`config.mk`:
```
export PLATFORM = sky130hd
export DESIGN_NAME = drc_disp
export DESIGN_NICKNAME = d
export VERILOG_FILES = /design/src/rtl/drc_pkg.sv /design/src/rtl/drc_disp.sv
export SDC_FILE = /design/constraint.sdc
export NUM_CORES = 2
export LEC_CHECK = 0
export BUFFER_PORTS_ARGS = -buffer_cell sky130_fd_sc_hd__buf_2
export CAP_MARGIN = 20
export CORE_ASPECT_RATIO = 0.75
export CORE_MARGIN = 1.5
export CORE_UTILIZATION = 57
export CTS_CLUSTER_DIAMETER = 30
export DETAILED_ROUTE_END_ITERATION = 10
export PLACE_DENSITY = 0.88
export RECOVER_POWER = 50
export SYNTH_ARGS = -nofsm -noshare
export SYNTH_HDL_FRONTEND = slang
export SYNTH_SLANG_ARGS = --single-unit
```
`constraint.sdc`:
```
create_clock -name clk -period 7.4 [get_ports clk]
set_clock_uncertainty 0.15 [all_clocks]
set_input_delay 1.48 -clock clk [delete_from_list [all_inputs] [get_ports clk]]
set_output_delay 1.48 -clock clk [all_outputs]
set_load 0.03 [all_outputs]
```
`src/rtl/drc_pkg.sv`:
```
package drc_pkg;

	localparam int DEF_MAX_ATOMS = 4096;
	localparam int DEF_POS_WIDTH = 24;

	localparam int KIND_W  = 2;
	localparam int IDX_W   = 12;
	localparam int SKIN_W  = 23;
	// a component that passes the half-skin test is below 2^(SKIN_W-1)
	localparam int SQ_W    = SKIN_W - 1;
	localparam int SKIN_SQ_W = 2 * SKIN_W;
	localparam int SUM_W   = 2 * SQ_W + 2;
	localparam int ACC_W   = SUM_W + 2;

	typedef enum logic [KIND_W-1:0] {
		KIND_STORE = 2'd0,
		KIND_CHECK = 2'd1,
		KIND_INVAL = 2'd2
	} kind_t;

	// per-item control carried alongside the position through the pipeline
	typedef struct packed {
		logic check;      // check item
		logic clr;        // store or check flagged last: ends the pass
		logic emit;       // check flagged last: gives a result
		logic in_range;   // index within the store
		logic ctrl_fail;  // list invalid or count mismatch at pass end
	} tag_t;

endpackage

```
`src/rtl/drc_disp.sv`:
```
// Displacement pipeline: abs diff (s1), half-skin test and squares (s2),
// sum and compare against skin^2/4 with the moved flag (s3).
module drc_disp #(
	parameter int POS_WIDTH = drc_pkg::DEF_POS_WIDTH
) (
	input  logic                       clk,
	input  logic                       arst_n,
	input  logic                       adv,
	input  logic                       item_valid,
	input  drc_pkg::tag_t              tag,
	input  logic [3*POS_WIDTH-1:0]     pos,
	input  logic [3*POS_WIDTH-1:0]     ref_data,
	input  logic                       skin_we,
	input  logic [drc_pkg::SKIN_W-1:0] skin_wdata,
	output logic                       emit,
	output logic                       result
);

	localparam int PW = POS_WIDTH;
	localparam int CMP_W = (PW + 1 > drc_pkg::SKIN_W) ? PW + 1 : drc_pkg::SKIN_W;
	localparam logic [PW-1:0] BIAS = {1'b1, {(PW-1){1'b0}}};

	logic [drc_pkg::SKIN_W-1:0]    skin_q;
	logic [drc_pkg::SKIN_SQ_W-1:0] skin_sq_q;

	logic                    v_s1;
	drc_pkg::tag_t           tag_s1;
	logic [PW-1:0]           pos_s1 [3];
	logic [PW-1:0]           d_c [3];

	logic                    v_s2;
	drc_pkg::tag_t           tag_s2;
	logic [PW-1:0]           dx_s2 [3];
	logic                    far_c;
	logic [2*drc_pkg::SQ_W-1:0] sq_c [3];

	logic                    v_s3;
	drc_pkg::tag_t           tag_s3;
	logic                    far_s3;
	logic [2*drc_pkg::SQ_W-1:0] sq_s3 [3];

	logic [drc_pkg::SUM_W-1:0] sum_c;
	logic                    too_far;
	logic                    hit;
	logic                    moved_q;

	// skin^2 is registered; config is to be written only while idle, unchecked
	always_ff @(posedge clk or negedge arst_n) begin
		if (!arst_n) begin
			skin_q    <= '0;
			skin_sq_q <= '0;
		end else begin
			if (skin_we) begin
				skin_q <= skin_wdata;
			end
			skin_sq_q <= skin_q * skin_q;
		end
	end

	// s1: absolute difference in offset binary
	always_comb begin
		logic [PW-1:0] ua;
		logic [PW-1:0] ub;
		for (int i = 0; i < 3; i++) begin
			ua = pos_s1[i] ^ BIAS;
			ub = ref_data[i*PW +: PW] ^ BIAS;
			d_c[i] = (ua > ub) ? ua - ub : ub - ua;
		end
	end

	// s2: a component beyond half skin flags at once; otherwise it fits SQ_W bits
	always_comb begin
		logic [drc_pkg::SQ_W-1:0] dn;
		far_c = 1'b0;
		for (int i = 0; i < 3; i++) begin
			dn = drc_pkg::SQ_W'(dx_s2[i]);
			if (CMP_W'({dx_s2[i], 1'b0}) > CMP_W'(skin_q)) begin
				far_c = 1'b1;
			end
			sq_c[i] = dn * dn;
		end
	end

	// s3: 4*sum > skin^2
	assign sum_c   = drc_pkg::SUM_W'(sq_s3[0]) + drc_pkg::SUM_W'(sq_s3[1])
	               + drc_pkg::SUM_W'(sq_s3[2]);
	assign too_far = drc_pkg::ACC_W'({sum_c, 2'b00}) > drc_pkg::ACC_W'(skin_sq_q);
	assign hit     = tag_s3.check && (!tag_s3.in_range || far_s3 || too_far);
	assign emit    = v_s3 && tag_s3.emit;
	assign result  = tag_s3.ctrl_fail || moved_q || hit;

	always_ff @(posedge clk or negedge arst_n) begin
		if (!arst_n) begin
			v_s1    <= 1'b0;
			v_s2    <= 1'b0;
			v_s3    <= 1'b0;
			moved_q <= 1'b0;
		end else if (adv) begin
			v_s1 <= item_valid;
			v_s2 <= v_s1;
			v_s3 <= v_s2;
			if (v_s3) begin
				if (tag_s3.clr) begin
					moved_q <= 1'b0;
				end else if (hit) begin
					moved_q <= 1'b1;
				end
			end
		end
	end

	always_ff @(posedge clk) begin
		if (adv) begin
			tag_s1 <= tag;
			tag_s2 <= tag_s1;
			tag_s3 <= tag_s2;
			far_s3 <= far_c;
			for (int i = 0; i < 3; i++) begin
				pos_s1[i] <= pos[i*PW +: PW];
				dx_s2[i]  <= d_c[i];
				sq_s3[i]  <= sq_c[i];
			end
		end
	end

endmodule

```
## Word-level counts from Yosys, hierarchy flattened

Memory sizes are Yosys's and may differ from the RTL's.
Index checks and enable logic that the tools add are counted.
Widths: inputs -> output; s select.

- Output and inout port bits: 2
- Register bits after elaboration: 89
- Logic and storage cells: 68
- Memory bits (writable): 276
- Input port bits: 177
- Memories: 3

- Add/subtract/negate cells: 8
- Reductions and logical operators: 10
- Mux-type cells: 8
- Magnitude comparators: 7
- $mul: 4
- Bitwise logic cells: 6

Memories:

| memory | words | width | read ports | clocked after Yosys merged registers in | write ports | line | source |
|---|---|---|---|---|---|---|---|
| sq_s3 | 3 | 44 | 3 | 0 | 3 | drc_disp.sv:40 | `logic [2*drc_pkg::SQ_W-1:0] sq_s3 [3];` |
| dx_s2 | 3 | 24 | 3 | 0 | 3 | drc_disp.sv:33 | `logic [PW-1:0] dx_s2 [3];` |
| pos_s1 | 3 | 24 | 3 | 0 | 3 | drc_disp.sv:28 | `logic [PW-1:0] pos_s1 [3];` |

Operators with widths:

| kind | count |
|---|---|
| $sub 24x24->24 | 6 |
| $mul 22x22->44 | 3 |
| $gt 25x23->1 | 3 |
| $gt 24x24->1 | 3 |
| $mux 24 | 3 |
| $gt 48x46->1 | 1 |
| $add 45x44->46 | 1 |
| $mul 23x23->46 | 1 |
| $add 44x44->45 | 1 |
| $not 1->1 | 6 |
| $mux 1 | 5 |
| $logic_or 1x1->1 | 4 |
| $reduce_and 3->1 | 1 |
| $logic_and 1x1->1 | 2 |
| $reduce_bool 2->1 | 1 |
| $reduce_or 2->1 | 1 |
| $logic_not 1->1 | 1 |

## Depth between registers and ports, before layout

- Depth after elaboration: 7
- Mapped depth: 30
- Depth with buffers taken out: 29

## Worst setup path after synthesis

Ideal clock, no wire load.

- Path kind: flip-flop to flip-flop
- Start: register skin_q[13] in the netlist's numbering
- End: register skin_sq_q[44] in the netlist's numbering
- Setup slack: 0.068 ns
- Arrival time: 7.102 ns
- Required time: 7.170 ns
- Library setup time: 0.080 ns
- Cell stages (with the launch flop): 28
- Buffers on the path: 2
- Path through: dfrtp_1 clkbuf_1 clkinv_1 clkbuf_1 nor2_1 fa_1 inv_1 fa_1 fa_1 inv_1 fa_1 inv_1 fa_1 inv_1 fa_1 fa_1 ha_1 a21o_1 a21o_1 a21o_1 a221o_1 nor3_2 a21oi_1 o211ai_2 o21ai_1 a311o_1 a21oi_1 xnor2_1

- Cells in the longest elaborated chain, start to end: 1

RTL lines:

| item | line | source |
|---|---|---|
| start, declared | drc_disp.sv:23 | `logic [drc_pkg::SKIN_W-1:0] skin_q;` |
| start signal, assigned | drc_disp.sv:54 | `skin_q <= skin_wdata;` |
| $mul 23x23->46 | drc_disp.sv:56 | `skin_sq_q <= skin_q * skin_q;` |
| end signal, assigned | drc_disp.sv:56 |  |
| end, declared | drc_disp.sv:24 | `logic [drc_pkg::SKIN_SQ_W-1:0] skin_sq_q;` |

No other way between the ends.
A chain may end at the register's enable or synchronous reset.

==> impl_metrics.ini <==
[cts]
clkLatencyLatePin_ps = 720
ctsHtreeMaxLevel = 3
ctsLongestPathBuffers = 3
clk_pin_slew_worst_paths_ps = 50
cts-hold-fix-buffers = 0
cts_made_buffers = 93
tritoncts = built
cts.sinks = 361
cts-root-buf = clkbuf_16

[timing]
drv_slew = 337
period_share_pct = 107
rsz0062_at_grt = yes
setup_ws_ps = -554
slew_headroom_pct = -152
tightest_slew_ps = 3780
max_freq_ghz = 0.126
hold_viol = 0
fin_crit_ps = 7950
setup_viol = 13

[die]
die_area_um2 = 140000
io_pins = 179
die_h_um = 325
die_w_um = 432
rows = 117
initial_core_util_pct = 57.7
fp.coreArea_um2 = 136000

[detailed_routing]
ant_nets = 0
routed_via_density = 5.69
detail_route.iter0.violations = 5994
wl_per_cell_um = 20.5
drc = 0
dr.pass1.iters = 6
vias = 60300
totalWireLength_um = 218000

[critical_path]
required_ps = 5770
cp_data_arrival_time_ps = 6320
critPathKind = flip-flop to output pin
worst_setup_path_end_kind = output pin
worstPathMaxFanout = 6
startpoint_type = flip-flop

[grt]
grt_first_pass_wirelength_um = 342000
grt_usage_pct = 31.0
antenna_found_initial = 8
grt_max_degree = 167
grt_pass1_vias = 63700
grt_remaining_overflow = 0

[yosys]
postSynthAreaPerCell_um2 = 9.59
ys_warn_count = 0
synthTopCellsByArea = fa_1 (37%), ha_1 (15%), edfxtp_1 (11%)
synth-edff-count = 289
syn_area_um2 = 78600
synth_cell_types = 98
syn_inst = 8191
async_reset_ff_share_pct = 19.9
ys_seq_area_share_pct = 13.3
ys_ff_latch = 361
yosys.area.top_type = fa_1
synth_top_area_share_pct = 37.5
synth_top_flop_cell = edfxtp_1

[outcome]
violations = capacitance limit, slew limit, setup timing
status = complete, but fails checks

[placed_design]
preCtsSetupSlack_ps = -159
hpwl_um = 173000
place.gp.congestion = 0.989
numPortBuffers = 178
place_area_um2 = 83400

[cells_and_area]
post-route-cell-area_um2 = 89100
area_growth_pct = 13.4
nets = 11300
drive_gt1_share_pct = 12.3

[worst_hold_path]
min_path_type = flip-flop to flip-flop

[run]
maxCapViolations = 4
-- path summary, 6_finish.rpt --
| check | from | to | slack (ps) | depth (start not counted) |
|---|---|---|---|---|
| max | sq_s3[0][58]$_DFFE_PP_ | result | -550 | 22 |
| min | tag_s2[4]$_DFFE_PP_ | tag_s3[4]$_DFFE_PP_ | 260 | 0 |
| max reg2reg | skin_q[1]$_DFFE_PN0P_ | skin_sq_q[43]$_DFF_PN0_ | -190 | 24 |
| min reg2reg | tag_s2[4]$_DFFE_PP_ | tag_s3[4]$_DFFE_PP_ | 260 | 0 |
| max in group asynchronous | arst_n | skin_q[9]$_DFFE_PN0P_ | 1750 | 2 |
| min in group asynchronous | arst_n | v_s1$_DFFE_PN0P_ | 830 | 1 |
-- per-stage QoR --
stage / utilization (%) / hold WS, ps / TNS (ps) / cells
final: 65.4 / 264 / -1420 / 10600
after CTS: 63.7 / 266 / -451 / 10500
after global routing: 65.4 / 272 / -5110 / 10600
after detailed placement: 61.2 / 255 / -604 / 10300
after global placement: 61.2 / 253 / 0 / 10300
after floorplan: - / 223 / 0 / 8196
-- cell families (layout without fill, tap and decap cells) --
| logic type | count (synthesis) | after routing | synth area share, % |
|---|---|---|---|
| AND/OR/NAND/NOR | 1699 | 1699 | 10.2 |
| AO/OA/AOI/OAI | 1068 | 1068 | 8.84 |
| XOR/XNOR | 299 | 299 | 3.33 |
| flip-flops | 361 | 361 | 13.3 |
| buffers and inverters | 2300 | 2853 | 11.1 |
| adder cells (fa/ha/maj) | 2408 | 2408 | 52.4 |
| other | 1 | 12 | 0.00477 |
| multiplexers | 55 | 55 | 0.752 |
-- layout by cell type (no fill, tap or decap), types with 62 or more instances in the layout --
cell,netlist,layout
a21o_1,229,229
a21oi_1,328,305
and2_1,303,289
buf_2,32,173
buf_4,9,351
clkbuf_16,0,98
dfrtp_1,72,67
edfxtp_1,289,289
fa_1,1472,1451
ha_1,936,906
inv_1,2041,2019
nand2_1,690,674
nand4_1,62,62
nor2_1,330,301
nor2b_1,71,67
o21ai_0,172,154
xnor2_1,197,197
xor2_1,102,100
-- Yosys cell counts, drive strengths merged, types with 50 or more instances --
master,count
xor2,102
a21o,229
nor2b,71
dfrtp,72
o21bai,52
nand4,62
nand2,692
ha,936
o21a,52
fa,1472
inv,2041
edfxtp,289
nor2,331
a21oi,333
o21ai,187
buf,50
and2,303
nand3,60
clkbuf,199
xnor2,197
-- worst max-delay path, stage by stage, from the launching register on --
cell and delay, ps:
edfxtp_1 510, fa_1 550, ha_2 310, a21o_1 220
a21o_1 190, a21o_1 220, a31o_2 280, a21oi_1 180
nor2_1 70, a31o_2 280, a31oi_1 500, o21ai_0 220
xor2_1 190, ha_1 290, nor2b_1 130, o21ai_0 190
nand2b_1 110, a21oi_2 160, nand4_1 220, a221oi_2 330
buf_4 170, o21bai_1 80, buf_4 180
-- final cells by class --
| type | instances | area (um^2) |
|---|---|---|
| clock buffers | 103 | 2410 |
| multi-input cells | 5535 | 60500 |
| clock inverters | 72 | 779 |
| flip-flops and latches | 361 | 10500 |
| repair buffers | 627 | 4920 |
| diodes | 6 | 15.0 |
| well taps | 1844 | 2310 |
| inverters | 2051 | 7730 |
| fillers | 9950 | 47200 |
-- metal layers --
layer  share of wire, %  track usage (%)  vias up
met5              0.023                0        -
met4                3.8             10.5        8
met3                 12             8.50      628
met2                 45             47.6     3265
met1                 39             42.5    30000
li1                   -                -    26400
-- sequential cells by signal (all words and copies together), names as in the netlist --
name,cells
pos_s1,72
far_s3,1
tag_s2,5
v_s3,1
skin_q,23
v_s1,1
moved_q,1
tag_s3,5
skin_sq_q,45
tag_s1,5
dx_s2,72
v_s2,1
sq_s3,129
-- timing repair --
item	4_1_cts	5_1_grt
cloned	0	6
setup buffers	14	120
pin swaps	18	143
setup endpoints to repair	15	44
gates resized for setup	31	326
Power is not shown: default switching activity piles up to over one toggle a cycle in this logic, so the estimate is an artifact.
