--- config.mk ---
export PLATFORM = sky130hd
export DESIGN_NAME = drc_ctrl
export DESIGN_NICKNAME = d
export VERILOG_FILES = /design/src/rtl/drc_pkg.sv /design/src/rtl/drc_ctrl.sv
export SDC_FILE = /design/constraint.sdc
export NUM_CORES = 1
export LEC_CHECK = 0
export ABC_AREA = 1
export BUFFER_PORTS_ARGS = -buffer_cell sky130_fd_sc_hd__buf_2
export CORE_MARGIN = 2
export CORE_UTILIZATION = 30
export DETAILED_ROUTE_END_ITERATION = 12
export PLACE_DENSITY = 0.56
export SLEW_MARGIN = 0
export SYNTH_ARGS = -nofsm -noshare
export SYNTH_HDL_FRONTEND = slang
export SYNTH_SLANG_ARGS = --single-unit
--- constraint.sdc ---
create_clock -name clk -period 1.8 [get_ports clk]
set_clock_uncertainty 0.1 [all_clocks]
set_input_delay 0.27 -clock clk [delete_from_list [all_inputs] [get_ports clk]]
set_output_delay 0.27 -clock clk [all_outputs]
set_load 0.1 [all_outputs]
--- src/rtl/drc_pkg.sv ---
package drc_pkg;

	localparam int DEF_MAX_ATOMS = 4096;
	localparam int DEF_POS_WIDTH = 24;

	localparam int KIND_W  = 2;
	localparam int IDX_W   = 12;
	localparam int SKIN_W  = 23;
	// a component that passes the half-skin test is below 2^(SKIN_W-1)
	localparam int SQ_W    = SKIN_W - 1;
	localparam int SKIN_SQ_W = 2 * SKIN_W;
	localparam int SUM_W   = 2 * SQ_W + 2;
	localparam int ACC_W   = SUM_W + 2;

	typedef enum logic [KIND_W-1:0] {
		KIND_STORE = 2'd0,
		KIND_CHECK = 2'd1,
		KIND_INVAL = 2'd2
	} kind_t;

	// per-item control carried alongside the position through the pipeline
	typedef struct packed {
		logic check;      // check item
		logic clr;        // store or check flagged last: ends the pass
		logic emit;       // check flagged last: gives a result
		logic in_range;   // index within the store
		logic ctrl_fail;  // list invalid or count mismatch at pass end
	} tag_t;

endpackage

--- src/rtl/drc_ctrl.sv ---
// Pass bookkeeping: counts, stored count and list validity, settled at accept; a skin write also drops validity.
module drc_ctrl #(
	parameter int MAX_ATOMS = drc_pkg::DEF_MAX_ATOMS
) (
	input  logic                       clk,
	input  logic                       arst_n,
	input  logic                       accept,
	input  logic [drc_pkg::KIND_W-1:0] kind,
	input  logic [drc_pkg::IDX_W-1:0]  atom_index,
	input  logic                       last,
	input  logic                       skin_we,
	output logic                       item_valid,
	output drc_pkg::tag_t              tag
);

	localparam int CW = $clog2(MAX_ATOMS + 2);
	localparam logic [CW-1:0] CAP = CW'(MAX_ATOMS + 1);
	localparam logic [CW-1:0] MAXC = CW'(MAX_ATOMS);

	logic [CW-1:0] pass_count_q;
	logic [CW-1:0] stored_count_q;
	logic          list_valid_q;
	logic [CW-1:0] count;
	drc_pkg::kind_t kind_c;
	logic          is_store;
	logic          is_check;

	assign kind_c   = drc_pkg::kind_t'(kind);
	assign is_store = (kind_c == drc_pkg::KIND_STORE);
	assign is_check = (kind_c == drc_pkg::KIND_CHECK);
	assign count    = (pass_count_q < CAP) ? pass_count_q + CW'(1) : CAP;

	assign item_valid    = accept && (is_store || is_check);
	assign tag.check     = is_check;
	assign tag.clr       = (is_store || is_check) && last;
	assign tag.emit      = is_check && last;
	assign tag.in_range  = 32'(atom_index) < 32'(MAX_ATOMS);
	assign tag.ctrl_fail = !list_valid_q || (count != stored_count_q);

	always_ff @(posedge clk or negedge arst_n) begin
		if (!arst_n) begin
			pass_count_q   <= '0;
			stored_count_q <= '0;
			list_valid_q   <= 1'b0;
		end else begin
			if (accept) begin
				case (kind_c)
					drc_pkg::KIND_STORE: begin
						list_valid_q <= 1'b0;
						if (last) begin
							stored_count_q <= count;
							list_valid_q   <= (count <= MAXC);
							pass_count_q   <= '0;
						end else begin
							pass_count_q <= count;
						end
					end
					drc_pkg::KIND_CHECK: begin
						pass_count_q <= last ? '0 : count;
					end
					drc_pkg::KIND_INVAL: begin
						list_valid_q <= 1'b0;
					end
					default: begin
					end
				endcase
			end
			if (skin_we) begin
				list_valid_q <= 1'b0;
			end
		end
	end

endmodule

# ---- After elaboration in Yosys (flattened, before gate mapping)
# Cells that the tools add are included.
dict set report word_totals {
  elab_cells 28
  input_bits 19
  ff_bits 27
  out_inout_bits 6
}
dict set report op_classes {
  n_addsub 1
  n_reduce_logical 13
  n_mux 6
  n_lt_le_gt_ge 2
  eq_ne 3
}
# cell n
set op_table {}
lappend op_table {{two-way mux 13 bit} 2}
lappend op_table {{adder 13 x 1 -> 13 bit, second input constant} 1}
lappend op_table {{<= comparator 13 bit, second input constant} 1}
lappend op_table {{< comparator 13 bit, second input constant} 1}
lappend op_table {{!= test 13 bit} 1}
lappend op_table {{AND reduction 2 bit} 2}
lappend op_table {{logical AND 1 bit} 3}
lappend op_table {{two-way mux 1 bit} 3}
lappend op_table {{AND reduction 3 bit} 1}
lappend op_table {{nonzero test 3 bit} 1}
lappend op_table {{equality test 2 x 1 -> 1 bit, second input constant} 1}
lappend op_table {{equality test 2 bit, second input constant} 1}
lappend op_table {{zero test 2 bit} 1}
lappend op_table {{logical OR 1 bit} 2}
lappend op_table {{one-hot mux 1 bit (2 select lines)} 1}
lappend op_table {{nonzero test 2 bit} 1}
lappend op_table {{OR reduction 2 bit} 1}
lappend op_table {{zero test 1 bit} 1}

# ---- Depth between registers and ports, before layout
# Gate-level depths: netlist of run 1.
dict set report depth {
  depth_word 7
  ltp_mapped 14
  depth_no_buf 14
}

# ---- Worst setup path before layout of run 1
# OpenSTA, ideal clock, no wires.
dict set report synth_timing {
  path_kind {input port to output port}
  start {in kind[1] (netlist name)}
  end {out tag[2] (netlist name)}
  t_required_ns 1.430
  setup_slack_ns -1.098
  t_arrival_ns 2.528
  stages 2
  n_path_buf 1
  path_cell_list {clkbuf_1 > nor3_1}
}
# element line
set synth_rtl {}
lappend synth_rtl {{from (decl)} drc_ctrl.sv:8} ;# input logic [drc_pkg::KIND_W-1:0] kind,
lappend synth_rtl {{to (decl)} drc_ctrl.sv:13} ;# output drc_pkg::tag_t tag

==> metrics.txt, run 1 <==
Multi-input gate area=0.001008 sq mm; worst-margin pin slew=0.6264 ns; CTS sink cnt=27; pwr/cell area=731.3 mW/mm^2; critical path buffer and inverter count=3; H-Tree Depth=1; Filler Cells Inserted=525; worst endpoint required time=1.43 ns; DIE AREA=0.006202 sq mm; layout cell share with drive strength beyond 1=33.22%; f_max=382.7 MHz; fin. max-slew vios=0; Worst path max stage delay=0.41 ns; HP Class=input pin to flip-flop; DR WL/cell=12.55 um; worst-path fanout max=4; gp weighted congestion=0.8343; Sum Neg Setup Slack=-1.065 ns; synth top area cells=dfrtp_1 (40%), nand2_1 (13%), o21ai_0 (7.2%); first-pass GRT wire length=7348 um; CP Capture Type=primary output; vias in the first global route=1501; dpl hpwl=3406 um; leakage power=0.001156 uW; Critical Path Start=pass_count_q[4]; final worst slack=-0.8129 ns; DRT iter0 DRCs=63; critical path startpoint category=flip-flop; max-cap violations=0; kind of critical path=flip-flop to primary output; GRT Total Usage=15.27%; CP arrival=2.24 ns; initial core utilization=30.83%; largest net degree at the start of global routing=28; Top delay family on crit path=simple AND/OR/NAND/NOR gates; CTS tree=built; CP max-delay cell=dfrtp_1; DR pass1 iterations=4; Post-Route WL=4492 um; DIE WIDTH=78.76 um; Finish-stage setup viols=2; min Tclk post-route=2.613 ns; clock root cell=clkbuf_8; Yosys top cell area share=40.30%; die height=78.76 um; reg2reg start=pass_count_q[4]; Congestion Overflow GR=0; failing checks=setup timing; Finished Core Util=43.50%; post-synthesis cell area=0.001677 sq mm; Hold Slack=0.1240 ns; most frequent cells in the layout=nand2_1 (51), buf_4 (43), dfrtp_1 (25); ANT nets after route=0; most common cell after layout, fill and taps aside=nand2_1; Tot Pwr=1730 uW; Yosys top cell by area=dfrtp_1; number of buffers created by CTS=3; DR DRC count=0; Core Footprint=0.005439 sq mm; Area growth syn-to-layout=41.12%; clk_lat worst skew=0.28 ns; drt via density=4.609; RR Endpoint=list_valid_q; Storage cell area=678.2 sq um; via count=1650; Ys Warns=0; Synth Register Bits=27; pre-CTS setup slack=-0.5782 ns; final net count=307; Mean Syn Cell Area=7.165 sq um; Post-Synthesis Cells=234; standard-cell rows=27; Diodes inserted=0; Hold Vio Cnt, Final=0; unrepaired setup endpoints after global routing=yes; syn nets=254; Critical Path End=tag[0]; FF-to-FF path depth=12; crit path cell chain=buf_4 -> nand2_1 -> buf_4 -> o21ai_1 -> nand3_4 -> nand2_2 -> o21ai_1 -> nor2_1 -> nand3_1 -> nor2_2 -> nand2_4 -> buf_12; io pins=25; sequential-to-total area share from yosys stat=40.30%; Final period util=145.2%; initial antenna violation count=0; Crit. path cell count=12; status=finished, violations left; Worst R2R Setup Slack=-0.25 ns; Port-buffer cells=11; Slew headroom=58.24%; post-synth cell types=30; clock tree buffer depth=2; Worst-path clk slew=0.10 ns; worst vdd ir=0.0005657 V
==> routing by layer <==
layer / GRT usage [%] / routed length [um]
met1: 20.72 / 2171
met2: 25.21 / 2107
met3: 1.818 / 153
met4: 5.263 / 59
met5: 0 / 0
==> kinds of logic after synthesis <==
kind of cell | Yosys count | synth area share, %
compound gates | 43 | 13.88
xor+xnor | 8 | 4.179
other cells | 1 | 0.2237
mux | 1 | 0.6716
flops | 27 | 40.30
fa+ha+maj | 1 | 0.7461
buf+inv | 32 | 8.582
simple gates | 121 | 31.42
==> sequential cells by signal (all words and copies together), names as in the netlist <==
name	count
pass_count_q	13
stored_count_q	13
list_valid_q	1
==> tightest hold or removal path, delay by kind of cell <==
kind / cells / cell delay (ns)
AO/OA/AOI/OAI: 2 / 0.13
buffers and inverters: 1 / 0.08
==> through the flow <==
stage,std cells,instance area [sq um]
finish,358,2366
floorplan,234,1777
CTS,354,2283
detailed placement,349,2200
global route,358,2366
global placement,349,2200
==> worst min-delay path by stage <==
stage	start	cells after the start	slack, ns	to
after global placement	arst_n	1	0.23	stored_count_q[8]
after floorplan	arst_n	0	-0.13	list_valid_q
after CTS	skin_we	3	0.12	list_valid_q
after detailed placement	arst_n	1	0.23	stored_count_q[8]
final	skin_we	3	0.12	list_valid_q
after global routing	skin_we	3	0.13	list_valid_q
==> area by class of cell <==
cell class                      count  area share, %
Timing Repair Buffer               57          19.35
Sequential cell                    27          28.66
Clock inverter                      1         0.3173
Clock buffer                        3          1.745
Tap cell                           72          3.808
Multi-Input combinational cell    176          42.62
Inverter                           22          3.490
==> Yosys cell counts <==
| cell type | number |
|---|---|
| dfrtp_1 | 27 |
| mux2_2 | 1 |
| a21o_1 | 1 |
| clkbuf_1 | 5 |
| nand2_4 | 1 |
| nand2_2 | 3 |
| xor2_1 | 4 |
| nand3b_1 | 1 |
| nor2_4 | 1 |
| xnor2_1 | 4 |
| nand4_1 | 3 |
| buf_6 | 2 |
| o22ai_1 | 8 |
| o21ai_1 | 5 |
| nor2_1 | 31 |
| buf_4 | 2 |
| nand3_2 | 2 |
| nor3_1 | 1 |
| ha_1 | 1 |
| o21bai_1 | 1 |
| a21boi_0 | 1 |
| nand2_1 | 59 |
| nand3_1 | 18 |
| buf_2 | 1 |
| conb_1 | 1 |
| inv_2 | 2 |
| nor2_2 | 1 |
| inv_1 | 20 |
| a21oi_1 | 3 |
| o21ai_0 | 24 |
==> where the power goes <==
part	leakage (uW)	internal [uW]	switching, uW
clock	0.0000217	158	203
combinational	0.000770	283	353
sequential	0.000364	671	62.7
total	0.00116	1110	619
==> timing repair <==
action | CTS | global route
hold endpoints to repair | 27 | 0
gates resized for setup | 6 | 15
cloned | 0 | 1
pin swaps | 1 | 9
endpoints found under the setup margin | 2 | 6
setup buffers | 0 | 3
hold buffers | 1 | 0
Note: power is estimated with default switching activity, not from simulation.
==> run 2: changes to the inputs <==
- SETUP_SLACK_MARGIN: default -> 0.4
==> metrics.txt, run 2 (synthesized netlist as in run 1, its figures left out) <==
CP max-delay cell=dfrtp_2; kind of critical path=flip-flop to primary output; unrepaired setup endpoints after global routing=yes; drt via density=4.694 (+1.8%); vias in the first global route=1821 (+21%); CP Capture Type=primary output; final worst slack=-0.7443 ns (+0.06862 ns); met3 WL post-DR=56 um (-63%); DIE AREA=0.006202 sq mm (unchanged); dpl hpwl=3546 um (+4.1%); Area growth syn-to-layout=68.13%; status=finished, violations left; via count=1793 (+8.7%); Final period util=141.3% (-3.8 points); final net count=331 (+7.8%); pre-CTS setup slack=-0.5308 ns (+0.04738 ns); clock tree buffer depth=2 (unchanged); largest net degree at the start of global routing=28 (unchanged); Hold Vio Cnt, Final=0 (unchanged); worst vdd ir=0.0004827 V (-15%); Post-Route WL=5111 um (+14%); Core Footprint=0.005439 sq mm (unchanged); standard-cell rows=27 (unchanged); die height=78.76 um (unchanged); Port-buffer cells=11 (unchanged); leakage power=0.001363 uW (+18%); clock root cell=clkbuf_8; number of buffers created by CTS=3 (unchanged); f_max=393.0 MHz (+2.7%); Diodes inserted=0 (unchanged); Design Area, Final=0.002819 sq mm (+19%); metal2 WL=2643 um (+25%); HP Class=input pin to flip-flop; min Tclk post-route=2.544 ns (-0.06862 ns); most frequent cells in the layout=nand2_1 (47), buf_4 (46), dfrtp_1 (25); crit path cell chain=ha_4 -> nand2_4 -> buf_6 -> inv_4 -> buf_6 -> nand3_4 -> o21ai_2 -> nand3_2 -> xor2_1 -> nor2_2 -> nand2_4 -> buf_12; DIE WIDTH=78.76 um (unchanged); DR pass1 iterations=4 (unchanged); critical path startpoint category=flip-flop; H-Tree Depth=1 (unchanged); CP arrival=2.17 ns (-0.07 ns); Finished Core Util=51.83% (+8.3 points); Slew headroom=58.85% (+0.60 points); fin. max-slew vios=0 (unchanged); initial core utilization=30.83% (unchanged); worst-path fanout max=4 (unchanged); worst endpoint required time=1.43 ns (about the same); pwr/cell area=640.5 mW/mm^2 (-12%); CTS sink cnt=27 (unchanged); GRT Total Usage=17.37% (+2.1 points); post-place instance area=0.002278 sq mm (+3.6%); top layer in use=met4; registers with the most flip-flops=pass_count_q: 13 flops, stored_count_q: 13 flops, list_valid_q: 1 flops; Sum Neg Setup Slack=-1.767 ns (-0.7022 ns); Worst path max stage delay=0.43 ns (+0.02 ns); CTS tree=built; io pins=25 (unchanged); initial antenna violation count=0 (unchanged); Routed met1 length=2358 um (+8.6%); Congestion Overflow GR=0 (unchanged); worst-margin pin slew=0.6173 ns (-0.009054 ns); failing checks=setup timing; clk_lat worst skew=0.27 ns (about the same); DR WL/cell=13.38 um (+6.6%); DRT iter0 DRCs=86 (+37%); first-pass GRT wire length=8597 um (+17%); Finish-stage setup viols=6 (+4); DR DRC count=0 (unchanged); gp weighted congestion=0.8214 (-1.5%); most common cell after layout, fill and taps aside=nand2_1; layout cell share with drive strength beyond 1=49.03% (+16 points); ANT nets after route=0 (unchanged); max-cap violations=0 (unchanged); Worst-path clk slew=0.09 ns (about the same)
run 2: cell type report:
class	count	area, sq um
repair buffers	81	729.5
flip-flops and latches	27	678.2
well taps	72	90.09
multi-input cells	176	1189
clock buffers	4	45.04
fillers	487	2620
inverters	22	87.58
run 2: what timing repair did:
item                                    in CTS  in global routing
cloned                                       1                  0
pin swaps                                   28                 13
gates resized for setup                     57                 33
hold buffers                                 1                  0
endpoints found under the setup margin      31                 29
setup buffers                               17                  3
hold endpoints to repair                    27                  0
run 2: path summary, 6_finish.rpt:
path,endpoint,startpoint,cells after the start,slack [ns]
setup / recovery,tag[0],pass_count_q[1],12,-0.74
min in group asynchronous,stored_count_q[6],arst_n,2,0.44
max in group asynchronous,pass_count_q[0],arst_n,2,0.72
hold / removal,list_valid_q,skin_we,3,0.15
hold reg to reg,stored_count_q[8],stored_count_q[8],2,0.40
setup reg to reg,pass_count_q[11],pass_count_q[5],17,-0.63
run 2: metal layers:
metal / up-vias / global-route usage (%)
li1: 911 / -
met1: 859 / 23.22
met2: 17 / 30.94
met3: 6 / 0.6818
met4: 0 / 4.386
met5: - / 0
run 2: through the flow:
step                std cells  hold slack, ns  total power (uW)
floorplan                 234         -0.1256              1140
global placement          356          0.2216              1319
detailed placement        356          0.2254              1325
CTS                       379          0.1277              1763
global route              382          0.1697              1906
finish                    382          0.1480              1806
run 2: critical path: cells and delay by family (launching register included):
family          cells  cell delay (ns)
flops               1             0.43
compound gates      1             0.17
xor+xnor            1             0.18
simple gates        5             0.50
buf+inv             4             0.44
fa+ha+maj           1             0.19
run 2: power by group:
group / switching (uW) / internal (uW) / total [uW]
combinational: 401 / 323 / 724
clock: 192 / 159 / 351
sequential: 60.0 / 671 / 731
==> run 3: changes to the inputs <==
- CORE_ASPECT_RATIO: default -> 0.75
- CORE_UTILIZATION: 30 -> 35
- PLACE_DENSITY: 0.56 -> 0.62
==> metrics.txt, run 3 (synthesized netlist as in run 1, its figures left out) <==
crit path cell chain=nor2_4 -> nand2_2 -> nor2_2 -> nand2_2 -> nand2_4 -> buf_12 -> nand2_4 -> xor2_1 -> nor2_1 -> nand3_1 -> nor2_2 -> nand2_4 -> buf_12; clock tree buffer depth=2 (unchanged); final net count=339 (+2.4%); CTS tree=built; unrepaired setup endpoints after global routing=yes; Finish-stage setup viols=7 (+1); standard-cell rows=21 (-22%); first-pass GRT wire length=8983 um (+4.5%); initial core utilization=36.88% (+6.1 points); failing checks=setup timing; clk_lat worst skew=0.29 ns (+0.02 ns); Slew headroom=54.31% (-4.5 points); DR DRC count=0 (unchanged); worst endpoint required time=1.43 ns (about the same); most used cell, CP=nand2_4; leakage power=0.001436 uW (+5.3%); worst-margin pin slew=0.6837 ns (+0.06645 ns); die height=63.94 um (-19%); DIE WIDTH=83.92 um (+6.6%); registers with the most flip-flops=pass_count_q: 13 flops, stored_count_q: 13 flops, list_valid_q: 1 flops; Core Footprint=0.004546 sq mm (-16%); gp weighted congestion=0.8931 (+8.7%); fin. max-slew vios=0 (unchanged); most used routing layer=met2; pwr/cell area=639.2 mW/mm^2 (-0.21%); DR pass1 iterations=5 (+1); drt via density=5.312 (+13%); routing usage on met3=4.522% (+3.8 points); ANT nets after route=0 (unchanged); worst-path fanout max=5 (+1); DRT iter0 DRCs=165 (+92%); Port-buffer cells=11 (unchanged); DR WL/cell=16.54 um (+24%); critical path startpoint category=flip-flop; Storage cell area=680.7 sq um (+0.37%); DIE AREA=0.005366 sq mm (-13%); worst vdd ir=0.0005040 V (+4.4%); f_max=378.7 MHz (-3.6%); H-Tree Depth=1 (unchanged); Clock power frac=19.8% (+0.4 points); number of buffers created by CTS=3 (unchanged); initial antenna violation count=0 (unchanged); largest net degree at the start of global routing=28 (unchanged); io pins=25 (unchanged); GRT Total Usage=21.27% (+3.9 points); layout cell share with drive strength beyond 1=53.14% (+4.1 points); final worst slack=-0.8406 ns (-0.09632 ns); met2 Use GR=33.30% (+2.4 points); CP Capture Type=primary output; CP arrival=2.27 ns (+0.10 ns); Final period util=146.7% (+5.4 points); switch share=37.25% (+1.1 points); M1 GR Usage=30.35% (+7.1 points); kind of critical path=flip-flop to primary output; Pint=1175 uW (+1.9%); dpl hpwl=3563 um (+0.50%); Diodes inserted=0 (unchanged); Sum Neg Setup Slack=-2.120 ns (-0.3530 ns); Logic pwr share=41.0% (+0.9 points); NetSw=697.4 uW (+6.8%); max-cap violations=0 (unchanged); Area growth syn-to-layout=74.70%; HP Class=input pin to flip-flop; vias in the first global route=1800 (-1.2%); clock root cell=clkbuf_8; Worst-path clk slew=0.10 ns (about the same); Post-Route WL=6203 um (+21%); Filler Cells Inserted=355 (-27%); most frequent cells in the layout=buf_4 (45), nand2_1 (44), buf_6 (33); CP max-delay cell=dfrtp_2; status=finished, violations left; Congestion Overflow GR=0 (unchanged); Hold Vio Cnt, Final=0 (unchanged); most common cell after layout, fill and taps aside=buf_4; via count=1992 (+11%); min Tclk post-route=2.641 ns (+0.09632 ns); Multi-input gate area=0.001229 sq mm (+3.4%); Worst path max stage delay=0.46 ns (+0.03 ns); Seq pwr share=39.2% (-1.3 points); CTS sink cnt=27 (unchanged); Tot Pwr=1872 uW (+3.7%)
-- run 3: cell count changes in the layout (fill, tap and decap cells not counted), moves of 2 or more --
cell     delta
buf_6      +10
o21ai_1     -4
nand2_1     -3
nand2_4     +3
nand3_1     -3
nor2_1      +3
nor2_2      -3
dfrtp_1     -2
dfrtp_2     +2
nand3_4     +2
o21ai_0     +2
o21ai_2     +2
o22ai_1     -2
o22ai_2     +2
-- run 3: final timing paths --
kind	slack [ns]	to	cells after the start	startpoint
setup / recovery	-0.84	tag[0]	13	pass_count_q[1]
hold / removal	0.13	list_valid_q	3	skin_we
setup reg to reg	-0.60	pass_count_q[11]	17	pass_count_q[1]
hold reg to reg	0.42	stored_count_q[1]	2	stored_count_q[1]
max in group asynchronous	0.71	pass_count_q[0]	2	arst_n
min in group asynchronous	0.42	pass_count_q[5]	2	arst_n
-- run 3: what timing repair did --
| item | CTS | global route |
|---|---|---|
| hold buffers | 1 | 0 |
| pin swaps | 10 | 11 |
| resized for setup | 61 | 47 |
| hold endpoints to repair | 27 | 0 |
| setup buffers | 20 | 7 |
| gates cloned | 1 | 0 |
| setup endpoints to repair | 30 | 29 |
-- run 3: area by class of cell --
cell class | count | area share, %
clock inverters | 1 | 0.1709
multi-input cells | 176 | 41.95
flip-flops and latches | 27 | 23.24
repair buffers | 89 | 27.89
well taps | 57 | 2.435
clock buffers | 3 | 1.410
inverters | 22 | 2.905
-- run 3: critical path, delay by kind of cell, from the launching register on --
kind,cells,cell delay [ns]
buf+inv,2,0.29
simple gates,10,1.07
xor+xnor,1,0.13
flops,1,0.46
-- run 3: metrics by stage --
stage / area (sq um) / util [%] / instances / setup slack [ns] / hold WS, ns
after floorplan: 1832 / - / 234 / -0.2560 / -0.1256
after global placement: 2255 / 49.60 / 342 / -0.4356 / 0.2283
after detailed placement: 2255 / 49.60 / 342 / -0.4573 / 0.2273
after CTS: 2695 / 59.29 / 368 / -0.7150 / 0.1177
after global routing: 2929 / 64.44 / 375 / -0.9507 / 0.1276
final: 2929 / 64.44 / 375 / -0.8406 / 0.1297
-- run 3: routing by layer --
layer,up-vias,wire length [um]
met5,-,0
met4,0,160
met3,24,402
met2,85,2964
met1,951,2675
li1,932,-
-- run 3: power groups by stage --
stage	clock network [uW]	registers [uW]	logic, uW
2_1_floorplan	0	730	411
3_3_place_gp	0	736	562
3_5_place_dp	0	738	562
4_1_cts	375	729	664
5_1_grt	407	741	819
6_report	370	734	768
